===== src/ultrasonic_echo_ranger_assert.svh =====
// Assertion macros for the ultrasonic echo ranger.
// Depends on nothing; included by ultrasonic_echo_ranger, which checks itself.
`ifndef ULTRASONIC_ECHO_RANGER_ASSERT_SVH
`define ULTRASONIC_ECHO_RANGER_ASSERT_SVH

// Check a consequence in the same cycle as its antecedent.
`define UER_ASSERT_NOW(label, clk, rst, ante, cons, msg) \
   label: assert property (@(posedge clk) disable iff (rst) (ante) |-> (cons)) \
      else $error(msg);

// Check a consequence in the cycle after its antecedent.
`define UER_ASSERT_NEXT(label, clk, rst, ante, cons, msg) \
   label: assert property (@(posedge clk) disable iff (rst) (ante) |=> (cons)) \
      else $error(msg);

`endif


===== src/uer_pkg.sv =====
// Shared types and constants for the ultrasonic echo ranger.
// Depends on nothing; imported by ultrasonic_echo_ranger.
package uer_pkg;

   // Field widths
   localparam int TIMEOUT_W   = 14;
   localparam int HOLDOFF_W   = 10;
   localparam int TRIGGER_W   = 8;
   localparam int ECHO_US_W   = 24;
   localparam int STATUS_W    = 2;
   localparam int CSR_INDEX_W = 2;

   // Parameter defaults
   localparam int COUNT_WIDTH_DEF  = 24;
   localparam int TICKS_PER_MS_DEF = 1000;

   // Register reset values
   localparam logic [TIMEOUT_W-1:0] TIMEOUT_RST = TIMEOUT_W'(1000);
   localparam logic [HOLDOFF_W-1:0] HOLDOFF_RST = HOLDOFF_W'(60);
   localparam logic [TRIGGER_W-1:0] TRIGGER_RST = TRIGGER_W'(10);

   localparam logic [ECHO_US_W-1:0] ECHO_US_MAX = '1;

   // Register indexes
   localparam logic [CSR_INDEX_W-1:0] CSR_TIMEOUT = CSR_INDEX_W'(0);
   localparam logic [CSR_INDEX_W-1:0] CSR_HOLDOFF = CSR_INDEX_W'(1);
   localparam logic [CSR_INDEX_W-1:0] CSR_TRIGGER = CSR_INDEX_W'(2);

   typedef enum logic [1:0] {
      PH_IDLE,
      PH_HOLDOFF,
      PH_TRIGGER,
      PH_ARMED
   } phase_type;

   typedef enum logic [STATUS_W-1:0] {
      ST_OK,
      ST_TIMEOUT,
      ST_BUSY
   } status_type;

   typedef struct packed {
      logic                 trigger_level;
      logic                 busy_res;
      logic                 report_valid;
      status_type           status;
      logic [ECHO_US_W-1:0] echo_us;
   } result_type;

endpackage


===== src/ultrasonic_echo_ranger.sv =====
// Ultrasonic echo ranger: trigger sequencing and echo pulse timing, one tick per beat.
// Depends on uer_pkg and ultrasonic_echo_ranger_assert.svh.
// The result of an accepted beat is registered into the output head, or the skid entry while the head stalls.
// Throughput: one beat per cycle while req_stall is low; a two-entry output buffer keeps req_stall registered.
// Reset (synchronous, active high): idle phase, counters cleared, registers to defaults.
// Limit compares run on tick counts precomputed at each register write.
`include "ultrasonic_echo_ranger_assert.svh"

module ultrasonic_echo_ranger
   import uer_pkg::*;
#(
   parameter int COUNT_WIDTH  = COUNT_WIDTH_DEF,
   parameter int TICKS_PER_MS = TICKS_PER_MS_DEF
) (
   input  logic                   clock,
   input  logic                   reset,
   // input beats
   input  logic                   req_valid,
   output logic                   req_stall,
   input  logic                   req_start_req,
   input  logic                   req_echo_level,
   // result beats
   output logic                   rsp_valid,
   input  logic                   rsp_stall,
   output logic                   rsp_trigger_level,
   output logic                   rsp_busy_res,
   output logic                   rsp_report_valid,
   output logic [STATUS_W-1:0]    rsp_status,
   output logic [ECHO_US_W-1:0]   rsp_echo_us,
   // register writes
   input  logic                   csr_we,
   input  logic [CSR_INDEX_W-1:0] csr_index,
   input  logic [TIMEOUT_W-1:0]   csr_wdata
);

   // Width of the ms-to-tick product and of the saturating echo compare.
   localparam int TPM_W  = $clog2(TICKS_PER_MS + 1);
   localparam int PROD_W = TIMEOUT_W + TPM_W;
   localparam int MW     = (PROD_W > COUNT_WIDTH) ? PROD_W : COUNT_WIDTH;
   localparam int OW     = (COUNT_WIDTH > ECHO_US_W) ? COUNT_WIDTH : ECHO_US_W;
   localparam logic [COUNT_WIDTH-1:0] CNT_MAX = '1;

   // Convert milliseconds to ticks, clamped to the counter range.
   function automatic logic [COUNT_WIDTH-1:0] ms_to_ticks(input logic [TIMEOUT_W-1:0] ms);
      logic [MW-1:0] prod;
      prod = MW'(ms) * MW'(TICKS_PER_MS);
      if (prod > MW'(CNT_MAX)) begin
         prod = MW'(CNT_MAX);
      end
      return prod[COUNT_WIDTH-1:0];
   endfunction

   function automatic logic [COUNT_WIDTH-1:0] sat_inc(input logic [COUNT_WIDTH-1:0] v);
      return (v == CNT_MAX) ? v : v + COUNT_WIDTH'(1);
   endfunction

   // ------------------------------------------------------------------
   // Configuration: hold limits as tick counts so the beat path only compares.
   // ------------------------------------------------------------------
   logic [COUNT_WIDTH-1:0] timeout_lim_ff;
   logic [COUNT_WIDTH-1:0] holdoff_lim_ff;
   logic [TRIGGER_W-1:0]   trigger_ff;

   always_ff @(posedge clock) begin
      if (reset) begin
         timeout_lim_ff <= ms_to_ticks(TIMEOUT_RST);
         holdoff_lim_ff <= ms_to_ticks(TIMEOUT_W'(HOLDOFF_RST));
         trigger_ff     <= TRIGGER_RST;
      end else if (csr_we) begin
         case (csr_index)
            CSR_TIMEOUT: timeout_lim_ff <= ms_to_ticks(csr_wdata);
            CSR_HOLDOFF: holdoff_lim_ff <= ms_to_ticks(TIMEOUT_W'(csr_wdata[HOLDOFF_W-1:0]));
            CSR_TRIGGER: trigger_ff     <= csr_wdata[TRIGGER_W-1:0];
            default: ; // drop writes to unknown indexes
         endcase
      end
   end

   // ------------------------------------------------------------------
   // Measurement state
   // ------------------------------------------------------------------
   phase_type              phase_ff, phase_in;
   logic [COUNT_WIDTH-1:0] phase_count_ff, phase_count_in;
   logic                   echo_prev_ff;
   logic                   rise_seen_ff, rise_seen_in;
   logic [COUNT_WIDTH-1:0] width_count_ff, width_count_in;

   logic       busy_before;
   logic       rising;
   logic       falling;
   logic       used;
   logic [OW-1:0] width_wide;
   result_type res_in;

   // Output buffer: head drives the result port, skid catches a beat while head stalls.
   result_type head_ff, head_in;
   result_type skid_ff, skid_in;
   logic       head_vld_ff, head_vld_in;
   logic       skid_vld_ff, skid_vld_in;
   logic       push;
   logic       pop;

   assign req_stall = skid_vld_ff;
   assign push      = req_valid && !req_stall;
   assign pop       = head_vld_ff && !rsp_stall;

   // One tick of the sequencer: holdoff, trigger, then armed echo timing.
   always_comb begin
      busy_before    = (phase_ff != PH_IDLE);
      rising         = !echo_prev_ff && req_echo_level;
      falling        = echo_prev_ff && !req_echo_level;
      used           = 1'b0;
      phase_in       = phase_ff;
      phase_count_in = phase_count_ff;
      rise_seen_in   = rise_seen_ff;
      width_count_in = width_count_ff;
      width_wide     = OW'(width_count_ff);
      res_in         = '0;
      res_in.status  = ST_OK;

      // Start from idle: this tick is the first holdoff tick.
      if (!busy_before && req_start_req) begin
         phase_in       = PH_HOLDOFF;
         phase_count_in = '0;
      end

      if (phase_in == PH_HOLDOFF) begin
         if (holdoff_lim_ff == '0) begin
            // no holdoff: fall straight into the trigger on this tick
            phase_in       = PH_TRIGGER;
            phase_count_in = '0;
         end else begin
            used           = 1'b1;
            phase_count_in = sat_inc(phase_count_in);
            if (phase_count_in >= holdoff_lim_ff) begin
               phase_in       = PH_TRIGGER;
               phase_count_in = '0;
            end
         end
      end

      if (!used && phase_in == PH_TRIGGER) begin
         res_in.trigger_level = 1'b1;
         phase_count_in       = sat_inc(phase_count_in);
         // a zero width still drives one tick
         if (phase_count_in >= COUNT_WIDTH'(trigger_ff)) begin
            phase_in       = PH_ARMED;
            phase_count_in = '0;
            rise_seen_in   = 1'b0;
            width_count_in = '0;
         end
      end else if (!used && phase_in == PH_ARMED) begin
         phase_count_in = sat_inc(phase_count_in);
         // a later rising edge restarts the width
         if (rising) begin
            rise_seen_in   = 1'b1;
            width_count_in = '0;
         end else if (rise_seen_in) begin
            width_count_in = sat_inc(width_count_in);
         end
         width_wide = OW'(width_count_in);
         // count a falling edge only once a rising edge was seen
         if (falling && rise_seen_in) begin
            res_in.report_valid = 1'b1;
            res_in.status       = ST_OK;
            res_in.echo_us      = (width_wide > OW'(ECHO_US_MAX)) ? ECHO_US_MAX
                                                                : width_wide[ECHO_US_W-1:0];
            phase_in            = PH_IDLE;
            phase_count_in      = '0;
         end else if (phase_count_in >= timeout_lim_ff) begin
            res_in.report_valid = 1'b1;
            res_in.status       = ST_TIMEOUT;
            phase_in            = PH_IDLE;
            phase_count_in      = '0;
         end
      end

      // Reject a start while busy, unless the measurement ends on this tick.
      if (busy_before && req_start_req && !res_in.report_valid) begin
         res_in.report_valid = 1'b1;
         res_in.status       = ST_BUSY;
      end

      res_in.busy_res = (phase_in != PH_IDLE);
   end

   always_ff @(posedge clock) begin
      if (reset) begin
         phase_ff       <= PH_IDLE;
         phase_count_ff <= '0;
         echo_prev_ff   <= 1'b0;
         rise_seen_ff   <= 1'b0;
         width_count_ff <= '0;
      end else if (push) begin
         phase_ff       <= phase_in;
         phase_count_ff <= phase_count_in;
         echo_prev_ff   <= req_echo_level;
         rise_seen_ff   <= rise_seen_in;
         width_count_ff <= width_count_in;
      end
   end

   // ------------------------------------------------------------------
   // Output buffer control
   // ------------------------------------------------------------------
   always_comb begin
      head_in     = head_ff;
      skid_in     = skid_ff;
      head_vld_in = head_vld_ff;
      skid_vld_in = skid_vld_ff;
      if (pop) begin
         if (skid_vld_ff) begin
            // advance the skid beat; input is stalled so no push here
            head_in     = skid_ff;
            skid_vld_in = 1'b0;
         end else begin
            head_in     = res_in;
            head_vld_in = push;
         end
      end else if (push) begin
         if (!head_vld_ff) begin
            head_in     = res_in;
            head_vld_in = 1'b1;
         end else begin
            skid_in     = res_in;
            skid_vld_in = 1'b1;
         end
      end
   end

   always_ff @(posedge clock) begin
      if (reset) begin
         head_vld_ff <= 1'b0;
         skid_vld_ff <= 1'b0;
      end else begin
         head_vld_ff <= head_vld_in;
         skid_vld_ff <= skid_vld_in;
      end
   end

   always_ff @(posedge clock) begin
      head_ff <= head_in;
      skid_ff <= skid_in;
   end

   assign rsp_valid         = head_vld_ff;
   assign rsp_trigger_level = head_ff.trigger_level;
   assign rsp_busy_res      = head_ff.busy_res;
   assign rsp_report_valid  = head_ff.report_valid;
   assign rsp_status        = head_ff.status;
   assign rsp_echo_us       = head_ff.echo_us;

   // ------------------------------------------------------------------
   // Assertions
   // ------------------------------------------------------------------
   `UER_ASSERT_NOW(a_skid_behind_head, clock, reset, skid_vld_ff, head_vld_ff,
      "skid entry valid without a head entry")

   `UER_ASSERT_NOW(a_busy_start_reported, clock, reset,
      push && req_start_req && phase_ff != PH_IDLE, res_in.report_valid,
      "start while busy produced no report")

   `UER_ASSERT_NEXT(a_end_goes_idle, clock, reset,
      push && res_in.report_valid && res_in.status != ST_BUSY, phase_ff == PH_IDLE,
      "measurement ended but phase is not idle")

   `UER_ASSERT_NEXT(a_idle_start_holds, clock, reset,
      push && req_start_req && phase_ff == PH_IDLE, phase_ff != PH_IDLE,
      "start from idle did not begin a measurement")

endmodule

===== config.mk =====
export PLATFORM = sky130hd
export DESIGN_NAME = ultrasonic_echo_ranger
export DESIGN_NICKNAME = d
export VERILOG_FILES = /design/src/uer_pkg.sv /design/src/ultrasonic_echo_ranger.sv
export VERILOG_INCLUDE_DIRS = /design/src /design/src/src
export SDC_FILE = /design/constraint.sdc
export NUM_CORES = 1
export LEC_CHECK = 0
export BUFFER_PORTS_ARGS = -buffer_cell sky130_fd_sc_hd__buf_2
export CORE_ASPECT_RATIO = 2
export CORE_MARGIN = 2
export CORE_UTILIZATION = 64
export CTS_CLUSTER_SIZE = 16
export DETAILED_ROUTE_END_ITERATION = 8
export PLACE_DENSITY = 0.81
export SYNTH_ARGS = -nofsm -noshare
export SYNTH_HDL_FRONTEND = slang
export SYNTH_SLANG_ARGS = --single-unit

===== constraint.sdc =====
create_clock -name clock -period 15.15 [get_ports clock]
set_input_delay 4.545 -clock clock [delete_from_list [all_inputs] [get_ports clock]]
set_output_delay 4.545 -clock clock [all_outputs]
set_load 0.01 [all_outputs]

==> results of run 1 <==
kinds of logic after synthesis:
group	share of synthesized area (%)
mux	3.986
simple gates	20.95
xor+xnor	4.640
flops	28.81
compound gates	17.33
buf+inv	5.478
fa+ha+maj	18.81
layer usage:
layer  global-route usage (%)  vias to the layer above
li1                         -                     5425
met1                    37.49                     5702
met2                    78.27                      695
met3                    7.444                      268
met4                    39.38                        0
met5                        0                        -
layout make-up:
cell class	count	area share (%)
Timing Repair Buffer	86	3.631
Inverter	106	2.816
Sequential cell	158	26.50
Tap cell	262	2.320
Multi-Input combinational cell	1157	60.53
Clock buffer	17	3.011
Clock inverter	15	1.196
cells in the final DEF (no fill, tap or decap), types with 14 or more instances in the layout:
cell type                   netlist  layout
sky130_fd_sc_hd__o211ai_1        19      19
sky130_fd_sc_hd__xnor2_1         45      45
sky130_fd_sc_hd__or3_1           14      14
sky130_fd_sc_hd__dfxtp_1        100     100
sky130_fd_sc_hd__fa_1            49      49
sky130_fd_sc_hd__and3_1          23      23
sky130_fd_sc_hd__mux2i_1         18      18
sky130_fd_sc_hd__nor4_1          14      14
sky130_fd_sc_hd__mux2_2          30      30
sky130_fd_sc_hd__nor2b_1         17      16
sky130_fd_sc_hd__buf_4            2      33
sky130_fd_sc_hd__o21ai_0         47      47
sky130_fd_sc_hd__nor3_1          42      42
sky130_fd_sc_hd__a211oi_1        23      23
sky130_fd_sc_hd__buf_2           11      53
sky130_fd_sc_hd__nand2_1        166     166
sky130_fd_sc_hd__clkbuf_16        0      17
sky130_fd_sc_hd__ha_1           117     117
sky130_fd_sc_hd__a21oi_1        110     110
sky130_fd_sc_hd__nand3_1         50      50
sky130_fd_sc_hd__and2_1          22      22
sky130_fd_sc_hd__inv_1          104     104
sky130_fd_sc_hd__nand4_1         29      29
sky130_fd_sc_hd__a31oi_1         15      15
sky130_fd_sc_hd__xor2_1          22      22
sky130_fd_sc_hd__edfxtp_1        58      58
sky130_fd_sc_hd__nor2_1         105     105
worst paths after layout:
path / slack (ns) / start / to / cells after the start
setup reg to reg: 5.22 / phase_ff[1] / width_count_ff[0] / 35
setup / recovery: 1.70 / req_start_req / width_count_ff[0] / 36
hold reg to reg: 0.46 / holdoff_lim_ff[18] / holdoff_lim_ff[18] / 2
hold / removal: 0.46 / holdoff_lim_ff[18] / holdoff_lim_ff[18] / 2
power by group through the flow:
stage	Sequential (mW)	Clock (mW)	Combinational (mW)
floorplan	0.490	0	0.504
global placement	0.495	0	0.662
detailed placement	0.496	0	0.691
CTS	0.486	0.441	0.697
global route	0.489	0.461	0.789
finish	0.488	0.442	0.708
worst max-delay path, delay by kind of cell:
kind	cells	cell delay, ns
and+or+nand+nor	14	4.49
AOI/OAI and AO/OA	14	2.96
adders and majority gates	4	1.03
xor gates and xnor gates	2	0.45
buffers and inverters	2	0.26
registers in the layout (all words and copies together), names as in the netlist:
| register | count |
|---|---|
| rsp_trigger_level | 1 |
| rsp_busy_res | 1 |
| phase_ff | 2 |
| phase_count_ff | 24 |
| skid_ff | 29 |
| trigger_ff | 8 |
| rsp_echo_us | 24 |
| rsp_report_valid | 1 |
| rsp_valid | 1 |
| width_count_ff | 24 |
| rsp_status | 2 |
| holdoff_lim_ff | 17 |
| echo_prev_ff | 1 |
| timeout_lim_ff | 21 |
| req_stall | 1 |
| rise_seen_ff | 1 |
==> results_dict.tcl, run 1 <==
set metrics [dict create \
    synth_fp_nets 1684 \
    routedLengthMet1_um 13810 \
    synth-edff-count 58 \
    overall_die_area_um2 21530 \
    synth.top_cells.by_area "sky130_fd_sc_hd__dfxtp_1 15%, sky130_fd_sc_hd__edfxtp_1 13%, sky130_fd_sc_hd__ha_1 11%" \
    leakagePower_nw 5.864 \
    yosysUniqueCellTypes 89 \
    n_antenna_cell 0 \
    die_width_um 104.8 \
    final_period_minus_worst_setup_slack_ns 13.45 \
    clk_root_buffer_cell "sky130_fd_sc_hd__clkbuf_16" \
    seq_power_share_pct 29.8 \
    power_frac_comb_pct 43.2 \
    clock-skew-final_ns 0.01354 \
    critical_path.slowest_cell "sky130_fd_sc_hd__and2_1" \
    worst_hold_path_type "flip-flop to flip-flop" \
    critPathMostFrequentCell "sky130_fd_sc_hd__ha_1" \
    global_route.overflow_total 0 \
    core.rowCount 73 \
    routed_via_density 6.713 \
    run_status "completed" \
    wl_per_cell_um 24.63 \
    place_inst 1769 \
    syn_avg_cell_area_um2 8.693 \
    cts_post_setup_buffers_inserted 0 \
    worst-path-max-fanout 36 \
    final-hold-violation-count 0 \
    critPathMaxStageDelay_ns 0.49 \
    cts_sinks 158 \
    tightestPinTransition_ns 1.267 \
    track_usage_pct 42.14 \
    top_level_ports 54 \
    timing.max_cap.violations 0 \
    first_global_vias 12300 \
    floorplan.core_area_um2 19910 \
    fin_tns_setup_ns 0 \
    timing.final.ws_setup_ns 1.698 \
    yosysWarningCount 0 \
    multi_input_area_um2 8552 \
    cts.clk_slew.worst_paths_ns 0.07 \
    asyncSetResetFlopFracSynth_pct 0 \
    post_cts_resize_count 0 \
    wirelength_um 44360 \
    detailed_place.area_um2 13530 \
    grt_first_pass_wirelength_um 67950 \
    maxClockFrequency_mhz 74.34 \
    final_layout_size_suffix_gt1_share_pct 12.09 \
    crit_required_ns 15.45 \
    clk-insertion-delay-late_ns 0.46 \
    holdBufCountCts 0 \
    slew_viol_final 0 \
    switching_share_pct 39.68 \
    internal_mw 0.9881 \
    rsz_0062_raised_after_global_routing "no" \
    max-vdd-ir-drop_mv 0.1155 \
    detailed_place_hpwl_um 33770 \
    post_layout_util_pct 70.96 \
    cts_max_path_buffers 2 \
    met2_length_um 23210 \
    ff_latch_area_um2 3744 \
    critical_path.endpoint_type "flip-flop" \
    tritoncts "done" \
    initial_utilization_pct 65.27 \
    yosys.area.top_type_share_pct 15.40 \
    start_kind "primary input" \
    power_density_nw_per_um2 115.9 \
    postLayoutCellArea_um2 14130 \
    final_net_count 1715 \
    relSlewSlack_pct 14.65 \
    synth.cells.most_frequent "166 x sky130_fd_sc_hd__nand2_1, 117 x sky130_fd_sc_hd__ha_1, 110 x sky130_fd_sc_hd__a21oi_1" \
    power_mw 1.638 \
    synthesis.area_um2 13000 \
    synth_top_cell_by_area "sky130_fd_sc_hd__dfxtp_1" \
    synth_most_common_cell "sky130_fd_sc_hd__nand2_1" \
    h-tree-depth 4 \
    synthToLayoutAreaGrowth_pct 8.713 \
    yosys_register_bits 158 \
    timing_worst_setup_path_type "primary input to flip-flop" \
    drc 0 \
    ys.flop_type "sky130_fd_sc_hd__dfxtp_1" \
    number_of_antenna_violations_at_the_first_check_in_global_routing 0 \
    finalNonFillerCells 1801 \
    drt.antenna.violating_nets 0 \
    dr.first_iter.drc_count 970 \
    first_pass_iters 8 \
    place.gp.congestion 1.057 \
    clkPwrFrac_pct 27.0 \
    top_layer "met4" \
    grt_max_degree 72 \
    critPathArrivalTime_ns 13.75 \
    switching_power_of_the_nets_mw 0.6500 \
    worst_hold_slack_ns 0.4568 \
    setup_viol_count_final 0 \
    cts-buffers-inserted 17 \
    detailedPlace.worstSlack_ns 1.511 \
    netlist_instances 1495 \
    nFillCells 1606 \
    synth_sequential_area_ratio_pct 28.81 \
    io_buffer_count 53 \
    via_count 12090 \
    die-height_um 205.5 \
    final_min_period_over_clock_period_pct 88.79 \
    route.met3.wl_um 2591 \
]
Note: power is estimated with default switching activity, not from simulation.
==> run 2, diff against run 1 <==
CORE_ASPECT_RATIO = 0.5   (was 2)
==> run 2 against run 1 <==
Net effect: sequential share of layout area grew 0.19 points; non-clock buffer count fell by 16; die area did not move; fmax is 6.2% lower; global-route usage decreased by 3.3 points; cell area fell by 0.71%; worst setup slack worse by 0.89 ns; cell count is 0.67% lower; flip-flop and latch count stayed put.
==> results_dict.tcl, run 2 (synthesis results as in run 1) <==
set metrics [dict create \
    run_status "completed" \
    fin_tns_setup_ns 0 \
    wl_per_cell_um 22.74 \
    cts_post_setup_buffers_inserted 0 \
    rsz_0062_raised_after_global_routing "no" \
    final_layout_size_suffix_gt1_share_pct 11.10 \
    seq_power_share_pct 30.0 \
    power_frac_comb_pct 42.5 \
    power_density_nw_per_um2 115.4 \
    post_cts_resize_count 0 \
    whs_endpoint "holdoff_lim_ff[16]" \
    critical_path.endpoint_type "flip-flop" \
    crit_required_ns 15.52 \
    number_of_antenna_violations_at_the_first_check_in_global_routing 0 \
    crit-reg2reg-launch "phase_ff[1]" \
    place.gp.congestion 1.024 \
    dr.first_iter.drc_count 1394 \
    cts.clk_slew.worst_paths_ns 0.07 \
    final_net_count 1699 \
    final_period_minus_worst_setup_slack_ns 14.34 \
    maxClockFrequency_mhz 69.74 \
    final_min_period_over_clock_period_pct 94.65 \
    timing_worst_setup_path_type "primary input to flip-flop" \
    setup_viol_count_final 0 \
    top_library_cells_by_usage_in_the_layout_fill_and_taps_aside "166 x sky130_fd_sc_hd__nand2_1, 117 x sky130_fd_sc_hd__ha_1, 110 x sky130_fd_sc_hd__a21oi_1, 105 x sky130_fd_sc_hd__nor2_1, 104 x sky130_fd_sc_hd__inv_1" \
    timing.max_cap.violations 0 \
    holdBufCountCts 0 \
    worst-path-max-fanout 12 \
    most_flop_heavy_register "skid_ff" \
    first_pass_iters 6 \
    critPathMaxStageDelay_ns 0.85 \
    cp_top_family "simple AND/OR/NAND/NOR gates" \
    global_route.overflow_total 0 \
    max-vdd-ir-drop_mv 0.1042 \
    io_buffer_count 53 \
    power_mw 1.618 \
    track_usage_pct 38.79 \
    critPathMostFrequentCell "sky130_fd_sc_hd__a21oi_1" \
    timing.reg2reg.worst_path_depth 40 \
    initial_utilization_pct 66.02 \
    nFillCells 1435 \
    r2r_slack_ns 4.35 \
    first_global_vias 11710 \
    timing.critical_path.depth 41 \
    h-tree-depth 4 \
    final-hold-violation-count 0 \
    critical_path.slowest_cell "sky130_fd_sc_hd__nor4_1" \
    tritoncts "done" \
    grt_first_pass_wirelength_um 64650 \
    cts_sinks 158 \
    final_common_cell "sky130_fd_sc_hd__nand2_1" \
    switching_power_of_the_nets_mw 0.6465 \
    clk_root_buffer_cell "sky130_fd_sc_hd__clkbuf_16" \
    count_of_buffer_and_inverter_cells_on_the_critical_path 5 \
    worstReg2RegEnd "phase_count_ff[21]" \
    tightestPinTransition_ns 1.244 \
    worst_hold_path_type "flip-flop to flip-flop" \
    routed_via_density 6.699 \
    n_antenna_cell 0 \
    critPathArrivalTime_ns 14.71 \
    clock-skew-final_ns 0.02096 \
    min_from "holdoff_lim_ff[16]" \
    cts_max_path_buffers 2 \
    detailed_place_hpwl_um 29610 \
    overall_die_area_um2 21530 \
    clkPwrFrac_pct 27.5 \
    start_kind "primary input" \
    die-height_um 104.8 \
    core.rowCount 36 \
    leakagePower_nw 5.788 \
    clk-insertion-delay-late_ns 0.46 \
    cts-buffers-inserted 17 \
    worst_hold_slack_ns 0.4550 \
    internal_mw 0.9719 \
    drc 0 \
    relSlewSlack_pct 16.57 \
    worstHoldPathCells 2 \
    via_count 11990 \
    die_width_um 205.5 \
    floorplan.core_area_um2 19680 \
    slew_viol_final 0 \
    top_level_ports 54 \
    synthToLayoutAreaGrowth_pct 7.943 \
    grt_max_degree 73 \
    drt.antenna.violating_nets 0 \
    switching_share_pct 39.94 \
    largest_register_ffs 29 \
    wirelength_um 40680 \
    post_layout_util_pct 71.27 \
]
run 2: changes by cell type in the layout (fill, tap and decap cells not counted), sizes merged:
cell,change
buf,-16
bufinv,-1
clkinv,+7
clkinvlp,-2
inv,-4
run 2: worst reg2reg max path: cells and delay by family (launching register included):
| family | cells | cell delay, ns |
|---|---|---|
| DFF | 1 | 0.66 |
| buffers and inverters | 4 | 0.70 |
| xor gates and xnor gates | 1 | 0.15 |
| AOI/OAI and AO/OA | 14 | 3.39 |
| adders and majority gates | 4 | 1.38 |
| and+or+nand+nor | 17 | 4.46 |
run 2: metrics by stage:
stage               instances  worst slack, ns  area, um2
detailed placement       1757           0.9057      13420
floorplan                1495            2.250      13000
finish                   1789           0.8102      14030
global route             1789           0.1895      14030
CTS                      1789            1.103      14030
global placement         1757            1.127      13420
run 2: how the worst max path moves through the flow:
stage                   from            endpoint
4_1_cts        req_start_req  phase_count_ff[21]
3_5_place_dp   req_start_req  phase_count_ff[21]
6_report       req_start_req  phase_count_ff[21]
5_1_grt        req_start_req  phase_count_ff[21]
3_3_place_gp   req_start_req   width_count_ff[0]
2_1_floorplan  req_start_req        rsp_busy_res
run 2: layer usage:
metal / GRT usage, % / part of all wire [%] / vias to the layer above
met5: 0 / 0 / -
met4: 15.31 / 3.6 / 0
met3: 7.704 / 9.4 / 132
met2: 62.82 / 46 / 735
met1: 51.05 / 41 / 5721
li1: - / - / 5397
run 2: power by group through the flow:
| stage | clock network [mW] | logic [mW] | registers, mW |
|---|---|---|---|
| 2_1_floorplan | 0 | 0.504 | 0.490 |
| 3_3_place_gp | 0 | 0.629 | 0.493 |
| 3_5_place_dp | 0 | 0.669 | 0.494 |
| 4_1_cts | 0.443 | 0.676 | 0.485 |
| 5_1_grt | 0.461 | 0.766 | 0.488 |
| 6_report | 0.446 | 0.687 | 0.485 |
run 2: layout make-up:
class                           instances  area, um2  area share, %
Clock buffer                           17      425.4          3.032
Sequential cell                       158       3744          26.69
Clock inverter                         15      186.4          1.329
Inverter                              106      397.9          2.836
Multi-Input combinational cell       1157       8549          60.94
Timing Repair Buffer                   70      392.9          2.801
Tap cell                              266      332.8          2.372
==> run 3, diff against run 2 <==
CORE_UTILIZATION = 60   (was 64)
PLACE_DENSITY = 0.77   (was 0.81)
==> run 3 against run 2 <==
Net effect: worst hold slack got worse by 0.0012 ns; via count shrank 4.6%; routed wire length decreased by 8.6%; global-route usage shrank 4.7 points; flip-flop and latch count did not move; register-to-register slack better by 0.18 ns; critical path depth decreased by 1; fmax increased by 1.1%; core utilization shrank 4.1 points; combinational power shrank 3%; non-clock buffer count did not move; clock power shrank 5.2%; critical endpoint is now width_count_ff[0]; largest cell class unchanged; largest power group unchanged.
==> results_dict.tcl, run 3 (synthesis results as in run 1) <==
set metrics [dict create \
    most_flop_heavy_register "skid_ff" \
    run_status "completed" \
    leakagePower_nw 5.770 \
    relSlewSlack_pct 12.40 \
    first_global_vias 11180 \
    critical_path.slowest_cell "sky130_fd_sc_hd__and2_1" \
    timing.reg2reg.worst_path_depth 39 \
    drt.antenna.violating_nets 0 \
    maxClockFrequency_mhz 70.53 \
    final_net_count 1699 \
    clkPwrFrac_pct 26.8 \
    overall_die_area_um2 22930 \
    fin_tns_setup_ns 0 \
    timing.final.ws_setup_ns 0.9708 \
    cts_max_path_buffers 2 \
    number_of_antenna_violations_at_the_first_check_in_global_routing 0 \
    first_pass_iters 7 \
    clk_root_buffer_cell "sky130_fd_sc_hd__clkbuf_16" \
    crit_required_ns 15.48 \
    setup_viol_count_final 0 \
    final_layout_size_suffix_gt1_share_pct 11.03 \
    clock-skew-final_ns 0.01641 \
    final-hold-violation-count 0 \
    n_antenna_cell 0 \
    via_count 11430 \
    detailed_place_hpwl_um 28250 \
    cts-buffers-inserted 17 \
    worst_hold_path_type "flip-flop to flip-flop" \
    start_kind "primary input" \
    die-height_um 108.1 \
    die_width_um 212.1 \
    post_cts_resize_count 0 \
    dr.first_iter.drc_count 1193 \
    timing.max_cap.violations 0 \
    final_common_cell "sky130_fd_sc_hd__nand2_1" \
    switching_share_pct 38.18 \
    tritoncts "done" \
    wirelength_um 37170 \
    final_min_period_over_clock_period_pct 93.59 \
    timing_worst_setup_path_type "primary input to flip-flop" \
    largest_register_ffs 29 \
    power_frac_comb_pct 42.4 \
    cts_sinks 158 \
    internal_mw 0.9742 \
    wl_per_cell_um 20.48 \
    grt_first_pass_wirelength_um 60230 \
    critical_path.endpoint_type "flip-flop" \
    grt_max_degree 74 \
    initial_utilization_pct 62.25 \
    cts_post_setup_buffers_inserted 0 \
    final_period_minus_worst_setup_slack_ns 14.18 \
    critPathMaxStageDelay_ns 0.48 \
    clk-insertion-delay-late_ns 0.45 \
    crit-reg2reg-launch "phase_ff[1]" \
    seq_power_share_pct 30.8 \
    worstHoldPathCells 2 \
    floorplan.core_area_um2 20880 \
    power_density_nw_per_um2 112.3 \
    min_from "holdoff_lim_ff[18]" \
    nFillCells 1695 \
    detailedPlace.worstSlack_ns 0.8104 \
    io_buffer_count 53 \
    critical_path.startpoint "req_start_req" \
    h-tree-depth 4 \
    critPathArrivalTime_ns 14.51 \
    rsz_0062_raised_after_global_routing "no" \
    slew_viol_final 0 \
    max-vdd-ir-drop_mv 0.07831 \
    place.gp.congestion 0.9823 \
    routed_via_density 6.300 \
    drc 0 \
    top_library_cells_by_usage_in_the_layout_fill_and_taps_aside "166 x sky130_fd_sc_hd__nand2_1, 117 x sky130_fd_sc_hd__ha_1, 110 x sky130_fd_sc_hd__a21oi_1, 105 x sky130_fd_sc_hd__nor2_1, 104 x sky130_fd_sc_hd__inv_1" \
    critPathMostFrequentCell "sky130_fd_sc_hd__ha_1" \
    synthToLayoutAreaGrowth_pct 7.943 \
    cts.clk_slew.worst_paths_ns 0.06 \
    core.rowCount 37 \
    worst_hold_slack_ns 0.4539 \
    track_usage_pct 34.05 \
    holdBufCountCts 0 \
    top_level_ports 54 \
    switching_power_of_the_nets_mw 0.6017 \
    worst-path-max-fanout 36 \
    global_route.overflow_total 0 \
    tightestPinTransition_ns 1.300 \
]
## run 3: area by class of cell
type	instances	area (um2)	area share (%)
repair buffers	70	392.9	2.801
well taps	292	365.4	2.604
inverters	106	397.9	2.836
multi-input cells	1157	8549	60.94
clock inverters	15	153.9	1.097
flip-flops and latches	158	3744	26.69
clock buffers	17	425.4	3.032
## run 3: per-layer routing
| metal | vias up | track usage (%) | part of all wire [%] |
|---|---|---|---|
| met5 | - | 0 | 0.094 |
| met4 | 2 | 11.57 | 2.6 |
| met3 | 74 | 7.261 | 8.4 |
| met2 | 529 | 55.78 | 45 |
| met1 | 5435 | 45.07 | 44 |
| li1 | 5394 | - | - |
## run 3: critical path: cells and delay by family
family | cells | cell delay [ns]
xor+xnor | 2 | 0.76
fa+ha+maj | 4 | 1.34
compound gates | 17 | 3.70
buf+inv | 4 | 0.57
simple gates | 13 | 3.55
## run 3: path summary, 6_finish.rpt
check | to | slack, ns
worst min register to register | holdoff_lim_ff[18] | 0.45
worst max register to register | width_count_ff[0] | 4.53
worst min-delay path | holdoff_lim_ff[18] | 0.45
worst max-delay path | width_count_ff[0] | 0.97
## run 3: metrics by stage
step | utilization, % | std cells | instance area (um2) | power [mW]
after CTS | 67.19 | 1815 | 14030 | 1.577
after floorplan | - | 1495 | 13000 | 0.9945
after global routing | 67.19 | 1815 | 14030 | 1.688
after global placement | 64.42 | 1783 | 13450 | 1.134
final | 67.19 | 1815 | 14030 | 1.576
after detailed placement | 64.42 | 1783 | 13450 | 1.153
## run 3: power by group through the flow
stage               registers (mW)  logic (mW)  clock network [mW]
finish                       0.485       0.668               0.423
global route                 0.488       0.754               0.446
CTS                          0.485       0.665               0.427
detailed placement           0.494       0.659                   0
global placement             0.493       0.641                   0
floorplan                    0.490       0.504                   0
